File: src/kmd_pkg.sv
`timescale 1ns / 1ps

package kmd_pkg;

  // Item kinds carried on the input tuser.
  typedef enum logic [1:0] {
    OP_MOUSE      = 2'd0,
    OP_KEY        = 2'd1,
    OP_FRAME_END  = 2'd2,
    OP_CLEAR_PEND = 2'd3
  } op_t;

  // Key action codes.
  localparam logic [1:0] ACT_RELEASED = 2'd0;
  localparam logic [1:0] ACT_PRESSED  = 2'd1;
  localparam logic [1:0] ACT_HELD     = 2'd2;

  // Configuration register indexes.
  localparam logic [2:0] REG_SCREEN_WIDTH  = 3'd0;
  localparam logic [2:0] REG_SCREEN_HEIGHT = 3'd1;
  localparam logic [2:0] REG_CAPSLOCK_CODE = 3'd2;
  localparam logic [2:0] REG_LSHIFT_CODE   = 3'd3;
  localparam logic [2:0] REG_RSHIFT_CODE   = 3'd4;

  // Configuration reset values.
  localparam logic [12:0] SCREEN_WIDTH_RST  = 13'd640;
  localparam logic [12:0] SCREEN_HEIGHT_RST = 13'd480;
  localparam logic [7:0]  CAPSLOCK_CODE_RST = 8'd58;
  localparam logic [7:0]  LSHIFT_CODE_RST   = 8'd42;
  localparam logic [7:0]  RSHIFT_CODE_RST   = 8'd54;

  // Pointer position after reset.
  localparam int unsigned POS_RST = 100;

  // Lowercase letter range in ASCII.
  localparam logic [6:0] ASCII_LO_A = 7'h61;
  localparam logic [6:0] ASCII_LO_Z = 7'h7a;

  // Set-1 translation tables.
  localparam int unsigned ROM_SIZE = 90;

  localparam logic [6:0] ROM_PLAIN [ROM_SIZE] = '{
    7'h00, 7'h00, 7'h31, 7'h32, 7'h33, 7'h34, 7'h35, 7'h36, 7'h37, 7'h38,
    7'h39, 7'h30, 7'h2d, 7'h3d, 7'h08, 7'h09, 7'h71, 7'h77, 7'h65, 7'h72,
    7'h74, 7'h79, 7'h75, 7'h69, 7'h6f, 7'h70, 7'h5b, 7'h5d, 7'h0a, 7'h00,
    7'h61, 7'h73, 7'h64, 7'h66, 7'h67, 7'h68, 7'h6a, 7'h6b, 7'h6c, 7'h3b,
    7'h27, 7'h60, 7'h00, 7'h5c, 7'h7a, 7'h78, 7'h63, 7'h76, 7'h62, 7'h6e,
    7'h6d, 7'h2c, 7'h2e, 7'h2f, 7'h00, 7'h2a, 7'h00, 7'h20, 7'h00, 7'h00,
    7'h00, 7'h00, 7'h00, 7'h00, 7'h00, 7'h00, 7'h00, 7'h00, 7'h00, 7'h00,
    7'h00, 7'h37, 7'h38, 7'h39, 7'h2d, 7'h34, 7'h35, 7'h36, 7'h2b, 7'h31,
    7'h32, 7'h33, 7'h30, 7'h2e, 7'h00, 7'h00, 7'h00, 7'h00, 7'h00, 7'h00
  };

  localparam logic [6:0] ROM_SHIFTED [ROM_SIZE] = '{
    7'h00, 7'h00, 7'h21, 7'h40, 7'h23, 7'h24, 7'h25, 7'h5e, 7'h26, 7'h2a,
    7'h28, 7'h29, 7'h5f, 7'h2b, 7'h08, 7'h09, 7'h51, 7'h57, 7'h45, 7'h52,
    7'h54, 7'h59, 7'h55, 7'h49, 7'h4f, 7'h50, 7'h7b, 7'h7d, 7'h0a, 7'h00,
    7'h41, 7'h53, 7'h44, 7'h46, 7'h47, 7'h48, 7'h4a, 7'h4b, 7'h4c, 7'h3a,
    7'h22, 7'h7e, 7'h00, 7'h7c, 7'h5a, 7'h58, 7'h43, 7'h56, 7'h42, 7'h4e,
    7'h4d, 7'h3c, 7'h3e, 7'h3f, 7'h00, 7'h2a, 7'h00, 7'h20, 7'h00, 7'h00,
    7'h00, 7'h00, 7'h00, 7'h00, 7'h00, 7'h00, 7'h00, 7'h00, 7'h00, 7'h00,
    7'h00, 7'h00, 7'h00, 7'h00, 7'h2d, 7'h00, 7'h00, 7'h00, 7'h2b, 7'h00,
    7'h00, 7'h00, 7'h00, 7'h00, 7'h00, 7'h00, 7'h00, 7'h00, 7'h00, 7'h00
  };

  // Classified item as it travels from the front end to the back end.
  typedef struct packed {
    op_t        op;
    logic [2:0] buttons;
    logic [7:0] scan_code;
    logic       key_ok;      // keyboard item with a scancode inside the key table
    logic       press_hold;  // action is pressed or held
    logic       caps_hit;    // press of the caps lock code
    logic       is_letter;   // plain translation is a lowercase letter
    logic [6:0] plain_char;
    logic [6:0] shift_char;
  } item_t;

  // Shift code reload request from the configuration port.
  typedef struct packed {
    logic       load_left;
    logic       load_right;
    logic [7:0] code;
  } shift_cfg_t;

  function automatic logic [6:0] rom_plain_read(input logic [7:0] code);
    if (code < 8'(ROM_SIZE)) return ROM_PLAIN[code[6:0]];
    return 7'd0;
  endfunction

  function automatic logic [6:0] rom_shifted_read(input logic [7:0] code);
    if (code < 8'(ROM_SIZE)) return ROM_SHIFTED[code[6:0]];
    return 7'd0;
  endfunction

endpackage

File: src/keyboard_mouse_event_decoder.sv
`timescale 1ns / 1ps

// Keyboard and mouse event decoder.
// Input channel in_*: one event per transfer; in_tuser selects mouse, keyboard,
// frame end or clear pending, and in_tdata carries position, buttons and key fields.
// Output channel out_*: exactly one result per accepted event, in order, giving
// the pointer, buttons, translated character, last key and the frame flags.
// Configuration port cfg_*: screen size and the caps lock and shift scancodes,
// written while no event is in flight; each write takes effect once registered.
// An event passes the queue and then the output register. One event per cycle is
// sustained while the receiver does not stall and no clearing pass runs: the front
// end clamps and looks up the translation tables, a two-entry queue decouples it
// from the back end, which updates the state and loads the output register.
// Reset clears the pointer to (100, 100), all buttons, flags and keys, and
// loads the default configuration. The key table is then released by a
// clearing pass over all KEY_COUNT entries (256 by default); events are queued
// meanwhile and their results follow once the pass ends. When the receiver
// stalls, the result waits in the output register and the queue absorbs up
// to two more events before in_tready falls.
module keyboard_mouse_event_decoder
  import kmd_pkg::*;
#(
  parameter int KEY_COUNT  = 256,
  parameter int COORD_BITS = 12
) (
  input  logic        clk,
  input  logic        rst_n,
  input  logic        in_tvalid,
  output logic        in_tready,
  // raw_x[15:0], raw_y[31:16], button_bits[34:32], scan_code[42:35],
  // key_action[44:43], zero[47:45]
  input  logic [47:0] in_tdata,
  // operation[1:0]
  input  logic [1:0]  in_tuser,
  output logic        out_tvalid,
  input  logic        out_tready,
  // pointer_x[11:0], pointer_y[23:12], left_down[24], right_down[25],
  // middle_down[26], char_valid[27], char_code[34:28], last_key[42:35],
  // frame_left_click[43], frame_right_click[44], input_changed[45], zero[47:46]
  output logic [47:0] out_tdata,
  input  logic        cfg_we,
  input  logic [2:0]  cfg_addr,
  input  logic [12:0] cfg_wdata
);

  localparam int ENTRY_W = 2 * COORD_BITS + $bits(item_t);

  logic [12:0]           screen_width_r;
  logic [12:0]           screen_height_r;
  logic [7:0]            capslock_code_r;
  logic [7:0]            lshift_code_r;
  logic [7:0]            rshift_code_r;
  shift_cfg_t            shift_cfg;
  logic [COORD_BITS-1:0] f_x, f_y, q_x, q_y;
  item_t                 f_item, q_item;
  logic [ENTRY_W-1:0]    q_data;
  logic                  q_valid, q_pop;
  logic                  in_xfer;

  assign in_xfer = in_tvalid && in_tready;

  // Configuration registers.
  always_ff @(posedge clk) begin
    if (!rst_n) begin
      screen_width_r  <= SCREEN_WIDTH_RST;
      screen_height_r <= SCREEN_HEIGHT_RST;
      capslock_code_r <= CAPSLOCK_CODE_RST;
      lshift_code_r   <= LSHIFT_CODE_RST;
      rshift_code_r   <= RSHIFT_CODE_RST;
    end else if (cfg_we) begin
      case (cfg_addr)
        REG_SCREEN_WIDTH:  screen_width_r  <= cfg_wdata;
        REG_SCREEN_HEIGHT: screen_height_r <= cfg_wdata;
        REG_CAPSLOCK_CODE: capslock_code_r <= cfg_wdata[7:0];
        REG_LSHIFT_CODE:   lshift_code_r   <= cfg_wdata[7:0];
        REG_RSHIFT_CODE:   rshift_code_r   <= cfg_wdata[7:0];
        default: ;
      endcase
    end
  end

  // Shift code writes also refresh the back end's shift key mirrors.
  always_comb begin
    shift_cfg.load_left  = cfg_we && (cfg_addr == REG_LSHIFT_CODE);
    shift_cfg.load_right = cfg_we && (cfg_addr == REG_RSHIFT_CODE);
    shift_cfg.code       = cfg_wdata[7:0];
  end

  kmd_front #(
    .KEY_COUNT  (KEY_COUNT),
    .COORD_BITS (COORD_BITS)
  ) u_front (
    .op            (op_t'(in_tuser)),
    .raw_x         (in_tdata[15:0]),
    .raw_y         (in_tdata[31:16]),
    .button_bits   (in_tdata[34:32]),
    .scan_code     (in_tdata[42:35]),
    .key_action    (in_tdata[44:43]),
    .screen_width  (screen_width_r),
    .screen_height (screen_height_r),
    .capslock_code (capslock_code_r),
    .clamp_x       (f_x),
    .clamp_y       (f_y),
    .item          (f_item)
  );

  kmd_queue #(
    .WIDTH (ENTRY_W)
  ) u_queue (
    .clk       (clk),
    .rst_n     (rst_n),
    .push      (in_xfer),
    .push_data ({f_x, f_y, f_item}),
    .not_full  (in_tready),
    .pop       (q_pop),
    .not_empty (q_valid),
    .pop_data  (q_data)
  );

  assign {q_x, q_y, q_item} = q_data;

  kmd_back #(
    .KEY_COUNT  (KEY_COUNT),
    .COORD_BITS (COORD_BITS)
  ) u_back (
    .clk         (clk),
    .rst_n       (rst_n),
    .q_valid     (q_valid),
    .q_item      (q_item),
    .q_x         (q_x),
    .q_y         (q_y),
    .q_pop       (q_pop),
    .lshift_code (lshift_code_r),
    .rshift_code (rshift_code_r),
    .shift_cfg   (shift_cfg),
    .out_valid   (out_tvalid),
    .out_ready   (out_tready),
    .out_data    (out_tdata)
  );

endmodule

File: src/kmd_front.sv
`timescale 1ns / 1ps

module kmd_front
  import kmd_pkg::*;
#(
  parameter int KEY_COUNT  = 256,
  parameter int COORD_BITS = 12
) (
  input  op_t                   op,
  input  logic [15:0]           raw_x,
  input  logic [15:0]           raw_y,
  input  logic [2:0]            button_bits,
  input  logic [7:0]            scan_code,
  input  logic [1:0]            key_action,
  input  logic [12:0]           screen_width,
  input  logic [12:0]           screen_height,
  input  logic [7:0]            capslock_code,
  output logic [COORD_BITS-1:0] clamp_x,
  output logic [COORD_BITS-1:0] clamp_y,
  output item_t                 item
);

  // Compare width: holds a 15-bit magnitude and the limit 1 << COORD_BITS.
  localparam int CW = (COORD_BITS + 1 > 16) ? COORD_BITS + 1 : 16;

  // Clamp a signed coordinate to 0 .. size-1, with size forced into 1 .. 2^COORD_BITS.
  function automatic logic [COORD_BITS-1:0] clamp(input logic [15:0] raw,
                                                  input logic [12:0] size);
    logic [CW-1:0] lim;
    logic [CW-1:0] mag;
    logic [CW-1:0] maxc;
    maxc = CW'(1) << COORD_BITS;
    mag  = CW'(raw[14:0]);
    lim  = CW'(size);
    if (lim == '0) lim = CW'(1);
    if (lim > maxc) lim = maxc;
    if (raw[15]) return '0;
    if (mag >= lim) return COORD_BITS'(lim - CW'(1));
    return COORD_BITS'(mag);
  endfunction

  logic [6:0] plain_char;
  logic       press_hold;

  // Coordinate clamping.
  assign clamp_x = clamp(raw_x, screen_width);
  assign clamp_y = clamp(raw_y, screen_height);

  // Key classification and table lookup.
  assign plain_char = rom_plain_read(scan_code);
  assign press_hold = (key_action == ACT_PRESSED) || (key_action == ACT_HELD);

  always_comb begin
    item.op         = op;
    item.buttons    = button_bits;
    item.scan_code  = scan_code;
    item.key_ok     = (op == OP_KEY) && ({1'b0, scan_code} < 9'(KEY_COUNT));
    item.press_hold = press_hold;
    item.caps_hit   = (key_action == ACT_PRESSED) && (scan_code == capslock_code);
    item.is_letter  = plain_char inside {[ASCII_LO_A:ASCII_LO_Z]};
    item.plain_char = plain_char;
    item.shift_char = rom_shifted_read(scan_code);
  end

endmodule

File: src/kmd_queue.sv
`timescale 1ns / 1ps

module kmd_queue #(
  parameter int WIDTH = 8
) (
  input  logic             clk,
  input  logic             rst_n,
  input  logic             push,
  input  logic [WIDTH-1:0] push_data,
  output logic             not_full,
  input  logic             pop,
  output logic             not_empty,
  output logic [WIDTH-1:0] pop_data
);

  // Two-entry queue between the front end and the back end.
  logic [WIDTH-1:0] mem_r [2];
  logic             wr_ptr_r, wr_ptr_nxt;
  logic             rd_ptr_r, rd_ptr_nxt;
  logic [1:0]       count_r, count_nxt;

  assign not_full  = (count_r != 2'd2);
  assign not_empty = (count_r != 2'd0);
  assign pop_data  = mem_r[rd_ptr_r];

  // Pointer and fill count update.
  always_comb begin
    wr_ptr_nxt = push ? ~wr_ptr_r : wr_ptr_r;
    rd_ptr_nxt = pop ? ~rd_ptr_r : rd_ptr_r;
    count_nxt  = count_r;
    if (push && !pop) count_nxt = count_r + 2'd1;
    if (!push && pop) count_nxt = count_r - 2'd1;
  end

  always_ff @(posedge clk) begin
    if (!rst_n) begin
      wr_ptr_r <= 1'b0;
      rd_ptr_r <= 1'b0;
      count_r  <= 2'd0;
    end else begin
      wr_ptr_r <= wr_ptr_nxt;
      rd_ptr_r <= rd_ptr_nxt;
      count_r  <= count_nxt;
    end
  end

  // Storage is written on every push transfer.
  always_ff @(posedge clk) begin
    if (push) mem_r[wr_ptr_r] <= push_data;
  end

endmodule

File: src/kmd_back.sv
`timescale 1ns / 1ps

module kmd_back
  import kmd_pkg::*;
#(
  parameter int KEY_COUNT  = 256,
  parameter int COORD_BITS = 12
) (
  input  logic                  clk,
  input  logic                  rst_n,
  input  logic                  q_valid,
  input  item_t                 q_item,
  input  logic [COORD_BITS-1:0] q_x,
  input  logic [COORD_BITS-1:0] q_y,
  output logic                  q_pop,
  input  logic [7:0]            lshift_code,
  input  logic [7:0]            rshift_code,
  input  shift_cfg_t            shift_cfg,
  output logic                  out_valid,
  input  logic                  out_ready,
  output logic [47:0]           out_data
);

  localparam int KEY_BITS = $clog2(KEY_COUNT);

  // Pointer and button state.
  logic [COORD_BITS-1:0] pos_x_r, pos_x_nxt;
  logic [COORD_BITS-1:0] pos_y_r, pos_y_nxt;
  logic [2:0]            buttons_r, buttons_nxt;
  logic [1:0]            click_latch_r, click_latch_nxt;
  logic [1:0]            frame_clicks_r, frame_clicks_nxt;
  logic                  changed_r, changed_nxt;
  logic                  pending_r, pending_nxt;

  // Keyboard state. The table keeps only whether each key is down.
  logic                  key_down_r [KEY_COUNT];
  logic                  key_rd_r;
  logic                  load_left_r;
  logic                  load_right_r;
  logic                  clr_busy_r;
  logic [KEY_BITS-1:0]   clr_idx_r;
  logic                  lshift_dn_r, lshift_dn_nxt;
  logic                  rshift_dn_r, rshift_dn_nxt;
  logic                  shift_r, shift_nxt;
  logic                  caps_r, caps_nxt;
  logic [7:0]            recent_key_r, recent_key_nxt;

  logic                  fire;
  logic                  char_valid;
  logic [6:0]            char_code;
  logic                  use_shift;
  logic                  cfg_in_range;
  logic                  out_valid_r;
  logic [47:0]           out_data_r;

  // An item retires when the key table is ready and the output register is
  // free or being drained.
  assign fire      = q_valid && !clr_busy_r && (!out_valid_r || out_ready);
  assign q_pop     = fire;
  assign out_valid = out_valid_r;
  assign out_data  = out_data_r;

  // State update for the item at the head of the queue.
  always_comb begin
    pos_x_nxt        = pos_x_r;
    pos_y_nxt        = pos_y_r;
    buttons_nxt      = buttons_r;
    click_latch_nxt  = click_latch_r;
    frame_clicks_nxt = frame_clicks_r;
    changed_nxt      = changed_r;
    pending_nxt      = pending_r;
    lshift_dn_nxt    = lshift_dn_r;
    rshift_dn_nxt    = rshift_dn_r;
    shift_nxt        = shift_r;
    caps_nxt         = caps_r;
    recent_key_nxt   = recent_key_r;
    char_valid       = 1'b0;
    char_code        = 7'd0;
    use_shift        = shift_r;
    case (q_item.op)
      OP_MOUSE: begin
        if ((q_x != pos_x_r) || (q_y != pos_y_r) || (q_item.buttons != buttons_r)) begin
          changed_nxt = 1'b1;
        end
        click_latch_nxt = click_latch_r | (q_item.buttons[1:0] & ~buttons_r[1:0]);
        pos_x_nxt       = q_x;
        pos_y_nxt       = q_y;
        buttons_nxt     = q_item.buttons;
      end
      OP_KEY: begin
        if (q_item.key_ok) begin
          changed_nxt = 1'b1;
          caps_nxt    = caps_r ^ q_item.caps_hit;
          if (q_item.press_hold) begin
            recent_key_nxt = q_item.scan_code;
            if (q_item.is_letter) use_shift = shift_r ^ caps_nxt;
            char_code  = use_shift ? q_item.shift_char : q_item.plain_char;
            char_valid = 1'b1;
          end
          // Shift keys track the table entry just written.
          if (q_item.scan_code == lshift_code) lshift_dn_nxt = q_item.press_hold;
          if (q_item.scan_code == rshift_code) rshift_dn_nxt = q_item.press_hold;
          shift_nxt = lshift_dn_nxt || rshift_dn_nxt;
        end
      end
      OP_FRAME_END: begin
        frame_clicks_nxt = click_latch_r;
        click_latch_nxt  = 2'd0;
        pending_nxt      = changed_r;
        changed_nxt      = 1'b0;
        recent_key_nxt   = 8'd0;
      end
      OP_CLEAR_PEND: begin
        pending_nxt = 1'b0;
      end
      default: ;
    endcase
  end

  assign cfg_in_range = ({1'b0, shift_cfg.code} < 9'(KEY_COUNT));

  // Control state.
  always_ff @(posedge clk) begin
    if (!rst_n) begin
      pos_x_r        <= COORD_BITS'(POS_RST);
      pos_y_r        <= COORD_BITS'(POS_RST);
      buttons_r      <= 3'd0;
      click_latch_r  <= 2'd0;
      frame_clicks_r <= 2'd0;
      changed_r      <= 1'b0;
      pending_r      <= 1'b0;
      lshift_dn_r    <= 1'b0;
      rshift_dn_r    <= 1'b0;
      shift_r        <= 1'b0;
      caps_r         <= 1'b0;
      recent_key_r   <= 8'd0;
      out_valid_r    <= 1'b0;
      load_left_r    <= 1'b0;
      load_right_r   <= 1'b0;
    end else begin
      if (fire) begin
        pos_x_r        <= pos_x_nxt;
        pos_y_r        <= pos_y_nxt;
        buttons_r      <= buttons_nxt;
        click_latch_r  <= click_latch_nxt;
        frame_clicks_r <= frame_clicks_nxt;
        changed_r      <= changed_nxt;
        pending_r      <= pending_nxt;
        lshift_dn_r    <= lshift_dn_nxt;
        rshift_dn_r    <= rshift_dn_nxt;
        shift_r        <= shift_nxt;
        caps_r         <= caps_nxt;
        recent_key_r   <= recent_key_nxt;
      end
      // A new shift code reloads its mirror from the key table once the table read
      // at that code has been registered.
      load_left_r  <= shift_cfg.load_left;
      load_right_r <= shift_cfg.load_right;
      if (load_left_r) lshift_dn_r <= key_rd_r;
      if (load_right_r) rshift_dn_r <= key_rd_r;
      if (!out_valid_r || out_ready) out_valid_r <= q_valid && !clr_busy_r;
    end
  end

  // Clearing pass after reset: one table entry is released per cycle.
  always_ff @(posedge clk) begin
    if (!rst_n) begin
      clr_busy_r <= 1'b1;
      clr_idx_r  <= '0;
    end else if (clr_busy_r) begin
      clr_busy_r <= (clr_idx_r != KEY_BITS'(KEY_COUNT - 1));
      clr_idx_r  <= clr_idx_r + KEY_BITS'(1);
    end
  end

  // Key table: one write per cycle, and a registered read at the shift code
  // being configured. Entries not yet cleared read as released.
  always_ff @(posedge clk) begin
    if (clr_busy_r) begin
      key_down_r[clr_idx_r] <= 1'b0;
    end else if (fire && q_item.key_ok) begin
      key_down_r[q_item.scan_code[KEY_BITS-1:0]] <= q_item.press_hold;
    end
    key_rd_r <= cfg_in_range && !clr_busy_r &&
                key_down_r[shift_cfg.code[KEY_BITS-1:0]];
  end

  // Result register, loaded from the state after the update.
  always_ff @(posedge clk) begin
    if (fire) begin
      out_data_r <= {2'd0, pending_nxt, frame_clicks_nxt[1], frame_clicks_nxt[0],
                     recent_key_nxt, char_code, char_valid, buttons_nxt[2],
                     buttons_nxt[1], buttons_nxt[0], 12'(pos_y_nxt),
                     12'(pos_x_nxt)};
    end
  end

endmodule

File: config.mk
export PLATFORM = sky130hd
export DESIGN_NAME = keyboard_mouse_event_decoder
export DESIGN_NICKNAME = d
export VERILOG_FILES = /design/src/kmd_pkg.sv /design/src/keyboard_mouse_event_decoder.sv /design/src/kmd_front.sv /design/src/kmd_queue.sv /design/src/kmd_back.sv
export SDC_FILE = /design/constraint.sdc
export NUM_CORES = 1
export LEC_CHECK = 0
export BUFFER_PORTS_ARGS = -buffer_cell sky130_fd_sc_hd__buf_2
export CORE_UTILIZATION = 50
export DETAILED_ROUTE_END_ITERATION = 7
export MAX_ROUTING_LAYER = met4
export PLACE_DENSITY = 0.7
export SYNTH_ARGS = -nofsm -noshare
export SYNTH_HDL_FRONTEND = slang
export SYNTH_SLANG_ARGS = --single-unit
File: constraint.sdc
create_clock -name clk -period 8.8 [get_ports clk]
set_input_delay 1.76 -clock clk [delete_from_list [all_inputs] [get_ports clk]]
set_output_delay 1.76 -clock clk [all_outputs]
set_load 0.1 [all_outputs]
==> results of run 1 <==
## synthesized netlist by cell type, types with 4 or more instances
| cell type | n | area share |
|---|---|---|
| mux4_2 | 63 | 0.057 |
| o21ai_0 | 57 | 0.011 |
| a21o_1 | 12 | 0.0036 |
| a21oi_1 | 161 | 0.032 |
| nand2_1 | 259 | 0.039 |
| xnor2_1 | 30 | 0.011 |
| mux2i_1 | 60 | 0.024 |
| buf_2 | 46 | 0.0092 |
| a22oi_1 | 17 | 0.0051 |
| a31oi_1 | 10 | 0.0025 |
| and3_1 | 9 | 0.0023 |
| a211oi_1 | 20 | 0.0060 |
| dfxtp_1 | 113 | 0.091 |
| buf_1 | 11 | 0.0017 |
| o21bai_1 | 5 | 0.0015 |
| nor2_1 | 359 | 0.054 |
| ha_1 | 50 | 0.025 |
| a311oi_1 | 5 | 0.0018 |
| nand4_1 | 19 | 0.0048 |
| buf_4 | 12 | 0.0036 |
| o22ai_1 | 16 | 0.0040 |
| inv_1 | 26 | 0.0039 |
| o21a_1 | 8 | 0.0024 |
| or3_1 | 7 | 0.0018 |
| nor4b_1 | 4 | 0.0014 |
| or2_2 | 4 | 0.0010 |
| nor3_1 | 25 | 0.0050 |
| nand3_1 | 58 | 0.012 |
| nor2b_1 | 22 | 0.0055 |
| nor4_1 | 10 | 0.0025 |
| edfxtp_1 | 412 | 0.50 |
| xor2_1 | 39 | 0.014 |
| mux4_1 | 4 | 0.0042 |
| o211ai_1 | 13 | 0.0039 |
| clkbuf_1 | 72 | 0.011 |
| o221ai_1 | 10 | 0.0035 |
| o311a_1 | 5 | 0.0020 |
| nand3b_1 | 4 | 0.0012 |
| mux2_2 | 15 | 0.0068 |
| and2_1 | 13 | 0.0033 |
| nand2b_1 | 35 | 0.0088 |
## through the flow
step,power [mW],area [µm²],cells
finish,5.39,27600,2934
global route,5.56,27600,2934
global placement,3.19,25800,2830
CTS,5.43,27600,2930
detailed placement,3.20,25800,2830
floorplan,3.07,24900,2178
## cell type report
class / instances / share of cell area
well taps: 664 / 0.0301
flip-flops and latches: 525 / 0.531
multi-input cells: 1479 / 0.346
diodes: 4 / 0.000363
repair buffers: 132 / 0.0256
clock inverters: 27 / 0.00849
clock buffers: 73 / 0.0546
inverters: 30 / 0.00413
## logic make-up (layout without fill, tap and decap cells)
group,Yosys count,count (layout)
muxes,142,142
xor gates and xnor gates,69,69
AOI/OAI and AO/OA,379,379
and+or+nand+nor,837,837
buffers and inverters,174,262
DFF,525,525
other,1,6
adders and majority gates,50,50
## cells in the final DEF (no fill, tap or decap), types with 12 or more instances in the layout
master     synthesis  routed
edfxtp_1         412     412
nor2_1           359     357
nand2_1          259     259
a21oi_1          161     161
buf_2             46     114
dfxtp_1          113     112
mux4_2            63      63
mux2i_1           60      60
nand3_1           58      58
o21ai_0           57      57
clkbuf_16          0      57
ha_1              50      49
xor2_1            39      39
nand2b_1          35      35
xnor2_1           30      30
inv_1             26      25
nor3_1            25      25
nor2b_1           22      22
a211oi_1          20      20
nand4_1           19      19
buf_4             12      18
a22oi_1           17      17
clkinv_1           3      16
o22ai_1           16      16
mux2_2            15      15
clkbuf_1          72      14
and2_1            13      13
o211ai_1          13      13
a21o_1            12      12
## critical path: cells and delay by family
kind	cells	cell delay (ns)
compound gates	3	0.94
buf+inv	2	1.30
mux	1	0.59
simple gates	3	0.32
## power breakdown
group | internal [mW] | switching (mW)
registers | 2.71 | 0.0203
logic | 0.135 | 0.277
clock network | 1.31 | 0.926
total | 4.16 | 1.22
## routing by layer
metal | track usage | part of all wire | up-vias
met5 | - | 0 | -
met1 | 0.325 | 0.42 | 8539
met4 | 0.0812 | 0.026 | 0
met2 | 0.388 | 0.48 | 719
met3 | 0.0348 | 0.077 | 115
li1 | - | - | 8026
## sequential cells by signal (all words and copies together), names as in the netlist, 2 cells and up, named ones only
signal / cells
u_back.pos_y_r: 12
u_back.clr_idx_r: 8
rshift_code_r: 8
screen_height_r: 13
u_back.key_down_r: 256
screen_width_r: 13
u_back.recent_key_r: 8
capslock_code_r: 8
u_queue.count_r: 2
u_queue.mem_r: 110
u_back.pos_x_r: 12
u_back.frame_clicks_r: 2
u_back.out_data: 46
u_back.buttons_r: 3
u_back.click_latch_r: 2
lshift_code_r: 8
## final timing paths
| kind | start | endpoint | slack [ns] | depth (start not counted) |
|---|---|---|---|---|
| setup / recovery | cfg_wdata[0] | u_back.key_rd_r | 4.34 | 9 |
| hold / removal | u_back.pending_r | u_back.pending_r | 0.46 | 2 |
| setup reg to reg | screen_height_r[5] | u_queue.mem_r[1][42] | 4.94 | 12 |
| hold reg to reg | u_back.pending_r | u_back.pending_r | 0.46 | 2 |
==> flow_metrics.tcl, run 1 <==
set metrics [dict create \
    hpwl_mm 37.6 \
    start_util 0.508 \
    critPathMostFrequentCell "buf_4" \
    track_usage 0.245 \
    path_cells "buf_4 > buf_4 > mux4_2 > a22oi_1 > nand2_1 > a21oi_1 > nor2_1 > o41ai_1 > nand4_1" \
    fin_skew_ns 0.0230 \
    max_freq_ghz 0.224 \
    multiInputGateArea_mm2 0.00954 \
    grt_max_degree 121 \
    drtIter0Drc 1802 \
    fin_ws_ns 4.34 \
    ios 121 \
    clkSinkCount 525 \
    synth_xor_area_frac 0.0243 \
    die_y_um 225 \
    p_leak_nw 8.61 \
    ys_seq_area_frac 0.588 \
    portBuffers 115 \
    synthDistinctLibCells 76 \
    synth-seq-cells 525 \
    slew_headroom 0.175 \
    dpl_worst_slack_ns 3.68 \
    cp.arrival_ns 4.93 \
    drtAntennaViolNets 0 \
    synth-adder-area-share 0.0251 \
    min_period_over_period 0.507 \
    h-tree-depth 2 \
    muxShareOfSynthArea 0.0921 \
    critPathMaxFanout 42 \
    fin_crit_ns 4.46 \
    route.detailed.drc 0 \
    syn_inst 2177 \
    grt_pass1_wl_mm 92.7 \
    cts_buffers 54 \
    area_growth_syn_to_layout_pct 10.7 \
    nets 2343 \
    synthSimpleGateAreaFrac 0.146 \
    cts_tree "built" \
    ys_warn_count 0 \
    die-area_mm2 0.0507 \
    drt_first_pass_iters 6 \
    clockRootBuffer "clkbuf_16" \
    antenna_found_initial 4 \
    grt_overflow 0 \
    die_x_um 225 \
    via_count 17399 \
    setup_tns_ns 0 \
    utilization 0.562 \
    synth_top_family_by_area "simple AND/OR/NAND/NOR gates" \
    cts.path.max_buffers 3 \
    cpPeakStageDelay_ns 0.66 \
    power_density_mw_per_mm2 195 \
    avgViaCountPerCell 5.93 \
    wl_per_cell_um 20.4 \
    seq_area_mm2 0.0146 \
    syn_avg_cell_area_um2 11.4 \
    routed_wl_mm 59.8 \
    path_clk_slew_ns 0.06 \
    core_mm2 0.0491 \
    irDropWorstVdd_uv 149 \
    critPathSlowestCell "buf_4" \
    critical_path_required_ns 9.27 \
    rsz0062_at_grt "no" \
    clk_latency_ns 0.60 \
    async_flop_share 0 \
    fill_cells 4149 \
    cts-resized-gates 0 \
    min_path_type "reg2reg" \
    synth-compound-area-share 0.0944 \
    post_cts_buffers 0 \
    num_rows 81 \
    routabilityCongestion 0.908 \
    whs_ns 0.459 \
    critPathCaptureType "flop" \
    synth_ff_type "edfxtp_1" \
    hold_viol 0 \
    outcome "complete, no violations" \
    startpoint_type "primary input" \
    synth-edff-count 412 \
    grt_pass1_vias 16682 \
    setup_viol 0 \
    critPathKind "in2reg" \
    tightest_slew_ns 1.24 \
    holdBufCountCts 0 \
    synth_area_mm2 0.0249 \
    layout-drive-gt1-share 0.132 \
    drv_slew 0 \
    drv_cap 0 \
]
No activity file was read; power rests on OpenSTA's default activity.
==> inputs of run 2 (changes only) <==
ABC_AREA = 1   (was unset)
PLACE_DENSITY = 0.67   (was 0.7)
clock period = 4.4 ns   (was 8.8 ns; I/O delays follow)
==> run 2 against run 1 <==
Compared with the run above: core utilization up 0.33 points; global-route usage rose by 0.99 points; clock skew down 0.0079 ns; routed wire length grew 9.4%; sequential share of layout area decreased by 1.6 points; cell area is 3.1% higher; die area increased by 2.5%; worst setup slack got worse by 3.6 ns; area after synthesis rose by 2.5%; register-to-register slack got worse by 4.2 ns; critical path depth grew 3; via count up 16%; critical path type is now reg2reg; critical endpoint is now u_queue.mem_r[1][52]; largest power group unchanged.
==> flow_metrics.tcl, run 2 <==
set metrics [dict create \
    outcome "complete, no violations" \
    power_density_mw_per_mm2 375 \
    fin_skew_ns 0.0150 \
    die_y_um 228 \
    cts.path.max_buffers 3 \
    drtAntennaViolNets 0 \
    avgViaCountPerCell 5.50 \
    ios 121 \
    grt_pass1_wl_mm 102 \
    clk_latency_ns 0.61 \
    grt_max_degree 140 \
    layout-drive-gt1-share 0.0959 \
    routed_wl_mm 65.4 \
    critPathCaptureType "flop" \
    routabilityCongestion 0.966 \
    regToRegStartpoint "screen_width_r[0]" \
    via_count 20214 \
    critPathKind "reg2reg" \
    die-area_mm2 0.0520 \
    core_mm2 0.0503 \
    async_flop_share 0 \
    track_usage 0.255 \
    synth_area_mm2 0.0255 \
    critical_path_required_ns 4.73 \
    synth_top_area_share 0.484 \
    cts_buffers 54 \
    synth-seq-cells 525 \
    worstReg2RegEnd "u_queue.mem_r[1][52]" \
    cp-startpoint "screen_width_r[0]" \
    tightest_slew_ns 1.10 \
    hpwl_mm 40.8 \
    startpoint_type "flop" \
    rsz0062_at_grt "no" \
    antenna_found_initial 1 \
    yosysTopAreaCell "edfxtp_1" \
    holdBufCountCts 0 \
    utilization 0.565 \
    place_inst 3575 \
    path_clk_slew_ns 0.06 \
    start_util 0.508 \
    cpPeakStageDelay_ns 0.56 \
    portBuffers 115 \
    hold_viol 0 \
    post_cts_buffers 0 \
    ys_warn_count 0 \
    timing.reg2reg.setup_slack_ns 0.72 \
    power.total_mw 10.7 \
    synth.top_cells.by_count "nand2_1 (683), edfxtp_1 (412), nor2_1 (396)" \
    final_common_cell "nand2_1" \
    p_leak_nw 11.3 \
    synth-edff-count 412 \
    mostFrequentLayoutCells "nand2_1 (683), edfxtp_1 (412), nor2_1 (393), nand3_1 (319), inv_1 (220)" \
    cts_tree "built" \
    synth_area_leaders "edfxtp_1 (48%), nand2_1 (10%), dfxtp_1 (8.9%)" \
    slew_headroom 0.263 \
    fill_cells 4498 \
    dpl_worst_slack_ns 0.756 \
    cts-resized-gates 0 \
    critPathMaxFanout 24 \
    critPathSlowestCell "nand3_1" \
    rr_worst_depth 12 \
    fin_ws_ns 0.724 \
    syn_inst 2900 \
    final_cells 3677 \
    wl_per_cell_um 17.8 \
    min_path_type "reg2reg" \
    irDropWorstVdd_uv 302 \
    syn_avg_cell_area_um2 8.81 \
    die_x_um 228 \
    setup_tns_ns 0 \
    regMostFlops "u_back.key_down_r" \
    drt_first_pass_iters 6 \
    crit_end "u_queue.mem_r[1][52]" \
    cp.arrival_ns 4.01 \
    fin_crit_ns 3.68 \
    min_period_over_period 0.836 \
    max_freq_ghz 0.272 \
    h-tree-depth 2 \
    drtIter0Drc 1837 \
    synth_most_common_cell "nand2_1" \
    whs_ns 0.455 \
    grt_overflow 0 \
    stdcell_area_mm2 0.0284 \
    num_rows 82 \
    route.detailed.drc 0 \
    clockRootBuffer "clkbuf_16" \
    grt_pass1_vias 18854 \
    drv_slew 0 \
    critPathMostFrequentCell "nor2_1" \
    path_cells "or2_2 > nor2_1 > nand3_1 > nand2_1 > nand2_1 > ha_1 > nand4_1 > or4_1 > nand3_1 > o21ai_0 > nor2_1 > nor2_1" \
    drv_cap 0 \
    synthDistinctLibCells 50 \
    dpl_cell_area_mm2 0.0268 \
    clkSinkCount 525 \
    setup_viol 0 \
    ys_seq_area_frac 0.573 \
    largest_reg_flops 256 \
    synth_ff_type "edfxtp_1" \
    nets 3080 \
    area_growth_syn_to_layout_pct 11.3 \
]
==> run 2: changes by cell type after synthesis, moves of 35 or more <==
| cell | delta |
|---|---|
| nand2_1 | +424 |
| nand3_1 | +261 |
| inv_1 | +194 |
| o21ai_0 | +135 |
| mux4_2 | -63 |
| mux2i_1 | -57 |
| clkbuf_1 | +43 |
| nor2_1 | +37 |
| nand2b_1 | -35 |
==> run 2: layer usage <==
metal | track usage | part of all wire | wire length (µm) | up-vias
met5 | - | 0 | 0 | -
met4 | 0.0893 | 0.031 | 2050 | 0
met3 | 0.0300 | 0.066 | 4350 | 128
met2 | 0.416 | 0.48 | 31300 | 724
met1 | 0.328 | 0.42 | 27700 | 9500
li1 | - | - | - | 9862
==> run 2: final cells by class <==
class,count,area [µm²],share of cell area
flip-flops and latches,525,14600,0.515
clock buffers,65,1410,0.0497
multi-input cells,1985,9420,0.331
repair buffers,162,1030,0.0363
diodes,2,5.00,0.000176
clock inverters,35,211,0.00744
inverters,231,871,0.0306
well taps,672,841,0.0296
==> run 2: critical path, delay by kind of cell (launching register included) <==
kind | cells | cell delay [ns]
fa+ha+maj | 1 | 0.39
compound gates | 1 | 0.21
flops | 1 | 0.31
simple gates | 10 | 2.50
==> run 2: how the worst min path moves through the flow <==
stage | end | cells after the start | from | slack, ns
2_1_floorplan | u_back.frame_clicks_r[0] | 2 | u_back.frame_clicks_r[0] | 0.42
3_3_place_gp | flop | 1 | u_queue.rd_ptr_r | 0.43
3_5_place_dp | flop | 1 | u_queue.rd_ptr_r | 0.45
4_1_cts | u_queue.mem_r[0][26] | 1 | in_tdata[32] | 0.44
5_1_grt | u_queue.mem_r[0][26] | 1 | in_tdata[32] | 0.44
6_report | u_back.frame_clicks_r[1] | 2 | u_back.frame_clicks_r[1] | 0.45
==> run 2: where the power goes <==
group          switching [mW]  internal [mW]
clock network            1.87           2.39
logic                   0.668          0.284
registers              0.0328           5.41
==> run 2: cells by family after synthesis <==
family          count (synthesis)  synth area share
mux                             3           0.00118
simple gates                 1488             0.243
flops                         525             0.573
compound gates                411            0.0885
xor+xnor                       31            0.0106
other cells                     1          0.000147
fa+ha+maj                      50            0.0245
buf+inv                       391            0.0593
==> inputs of run 3 (changes only) <==
PLACE_DENSITY = 0.7   (was 0.67)
clock period = 3 ns   (was 4.4 ns; I/O delays follow)
==> run 3 against run 2 <==
Compared with the run above: non-clock buffer count rose by 94; sequential share of layout area fell by 1.9 points; worst setup slack got worse by 0.64 ns; clock skew rose by 0.0033 ns; register-to-register slack got worse by 0.64 ns; via count rose by 4.0%; clock-buffer cell count rose by 13; critical path depth fell by 4; sequential power rose by 46%.
==> flow_metrics.tcl, run 3 (synthesis gave the netlist of run 2 again) <==
set metrics [dict create \
    outcome "complete, no violations" \
    path_clk_slew_ns 0.06 \
    min_path_type "in2reg" \
    min_period_over_period 0.973 \
    power_frac_comb 0.096 \
    die_y_um 228 \
    drtAntennaViolNets 0 \
    die_x_um 228 \
    critPathCaptureType "flop" \
    fin_crit_ns 2.92 \
    whs_ns 0.178 \
    p_int_mw 12.0 \
    path_delay_family "simple AND/OR/NAND/NOR gates" \
    holdBufCountCts 0 \
    drtIter0Drc 2061 \
    p_seq_frac 0.502 \
    cpPeakStageDelay_ns 0.50 \
    critPathMaxFanout 18 \
    path_cells "buf_4 > buf_4 > nand2_1 > nand2_1 > o21ai_2 > nor2_1 > nand2_1 > nor2_1" \
    hpwl_mm 43.1 \
    largest_reg_flops 256 \
    critPathMostFrequentCell "nand2_1" \
    power_density_mw_per_mm2 538 \
    power.total_mw 15.9 \
    route.detailed.drc 0 \
    die-area_mm2 0.0520 \
    grt_pass1_wl_mm 107 \
    setup_tns_ns 0 \
    regMostFlops "u_back.key_down_r" \
    worst-path-buf-inv 2 \
    clk_latency_ns 0.61 \
    layout-drive-gt1-share 0.137 \
    wl_per_cell_um 18.1 \
    fin_skew_ns 0.0183 \
    cts_buffers 53 \
    drv_cap 0 \
    cts.path.max_buffers 3 \
    min_path_cells 1 \
    avgViaCountPerCell 5.58 \
    grt_pass1_vias 20273 \
    num_rows 82 \
    cp.arrival_ns 3.22 \
    timing.reg2reg.setup_slack_ns 0.08 \
    switching_share 0.243 \
    irDropWorstVdd_uv 422 \
    pwr-share-clk 0.402 \
    rsz0062_at_grt "yes" \
    portBuffers 115 \
    critPathSlowestCell "nand2_1" \
    slew_headroom 0.386 \
    critical_path_required_ns 3.30 \
    nets 3173 \
    drt_first_pass_iters 8 \
    rr_worst_depth 8 \
    antenna_found_initial 1 \
    clkSinkCount 525 \
    startpoint_type "flop" \
    tightest_slew_ns 0.913 \
    area_growth_syn_to_layout_pct 15.7 \
    max_freq_ghz 0.343 \
    p_leak_nw 11.9 \
    grt_max_degree 87 \
    switchingPower_mw 3.86 \
    routabilityCongestion 0.964 \
    hold_viol 0 \
    track_usage 0.266 \
    via_count 21032 \
    critPathKind "reg2reg" \
    routed_wl_mm 68.1 \
    path_depth 8 \
    setup_viol 0 \
    final_common_cell "nand2_1" \
    clockRootBuffer "clkbuf_16" \
    start_util 0.508 \
    grt_overflow 0 \
    cts_tree "built" \
    core_mm2 0.0503 \
    mostFrequentLayoutCells "nand2_1 (671), edfxtp_1 (412), nor2_1 (388), nand3_1 (317), inv_1 (218)" \
    drv_slew 0 \
    post_cts_buffers 0 \
    ios 121 \
    h-tree-depth 2 \
]
run 3: changes by cell type in the layout (fill, tap and decap cells not counted), moves of 10 or more:
cell / change
buf_12: +10
buf_4: +79
clkinv_1: -15
nand2_1: -12
nand2_2: +11
run 3: cell type report:
type                    count  area [µm²]
well taps                 672         841
fillers                  4367       20700
flip-flops and latches    525       14600
clock inverters            19         146
multi-input cells        1985        9610
inverters                 231         872
repair buffers            256        1920
clock buffers              78        1520
diodes                      1        2.50
run 3: layer usage:
| metal | wire [µm] | share of wire | global-route usage |
|---|---|---|---|
| met5 | 0 | 0 | - |
| met4 | 2710 | 0.040 | 0.111 |
| met3 | 5140 | 0.075 | 0.0374 |
| met2 | 32100 | 0.47 | 0.428 |
| met1 | 28200 | 0.41 | 0.339 |
run 3: timing repair:
item	4_1_cts	5_1_grt
endpoints found under the setup margin	2	94
gates cloned	0	3
pin swaps	0	6
gates resized for setup	1	40
hold endpoints to repair	0	0
run 3: final timing paths:
| check | end | start |
|---|---|---|
| worst max-delay path | u_back.key_down_r[243] | flop |
| worst min-delay path | u_queue.mem_r[0][27] | in_tdata[33] |
| worst max register to register | u_back.key_down_r[243] | flop |
| worst min register to register | u_back.pending_r | u_back.pending_r |
run 3: stage by stage:
stage	setup slack, ns	cells	utilization	instance area [µm²]
6_report	0.0824	3767	0.588	29600
5_1_grt	-0.0778	3767	0.588	29600
4_1_cts	0.00666	3763	0.583	29300
3_5_place_dp	-0.0498	3666	0.550	27600
3_3_place_gp	-0.00488	3666	0.550	27600
2_1_floorplan	-0.756	2901	-	25600
run 3: power by group through the flow:
stage / Combinational [mW] / Clock, mW / Sequential, mW
global route: 1.70 / 6.74 / 7.99
finish: 1.53 / 6.39 / 7.98
detailed placement: 1.48 / 0 / 8.14
CTS: 1.49 / 6.48 / 7.98
global placement: 1.45 / 0 / 8.13
floorplan: 0.925 / 0 / 8.13
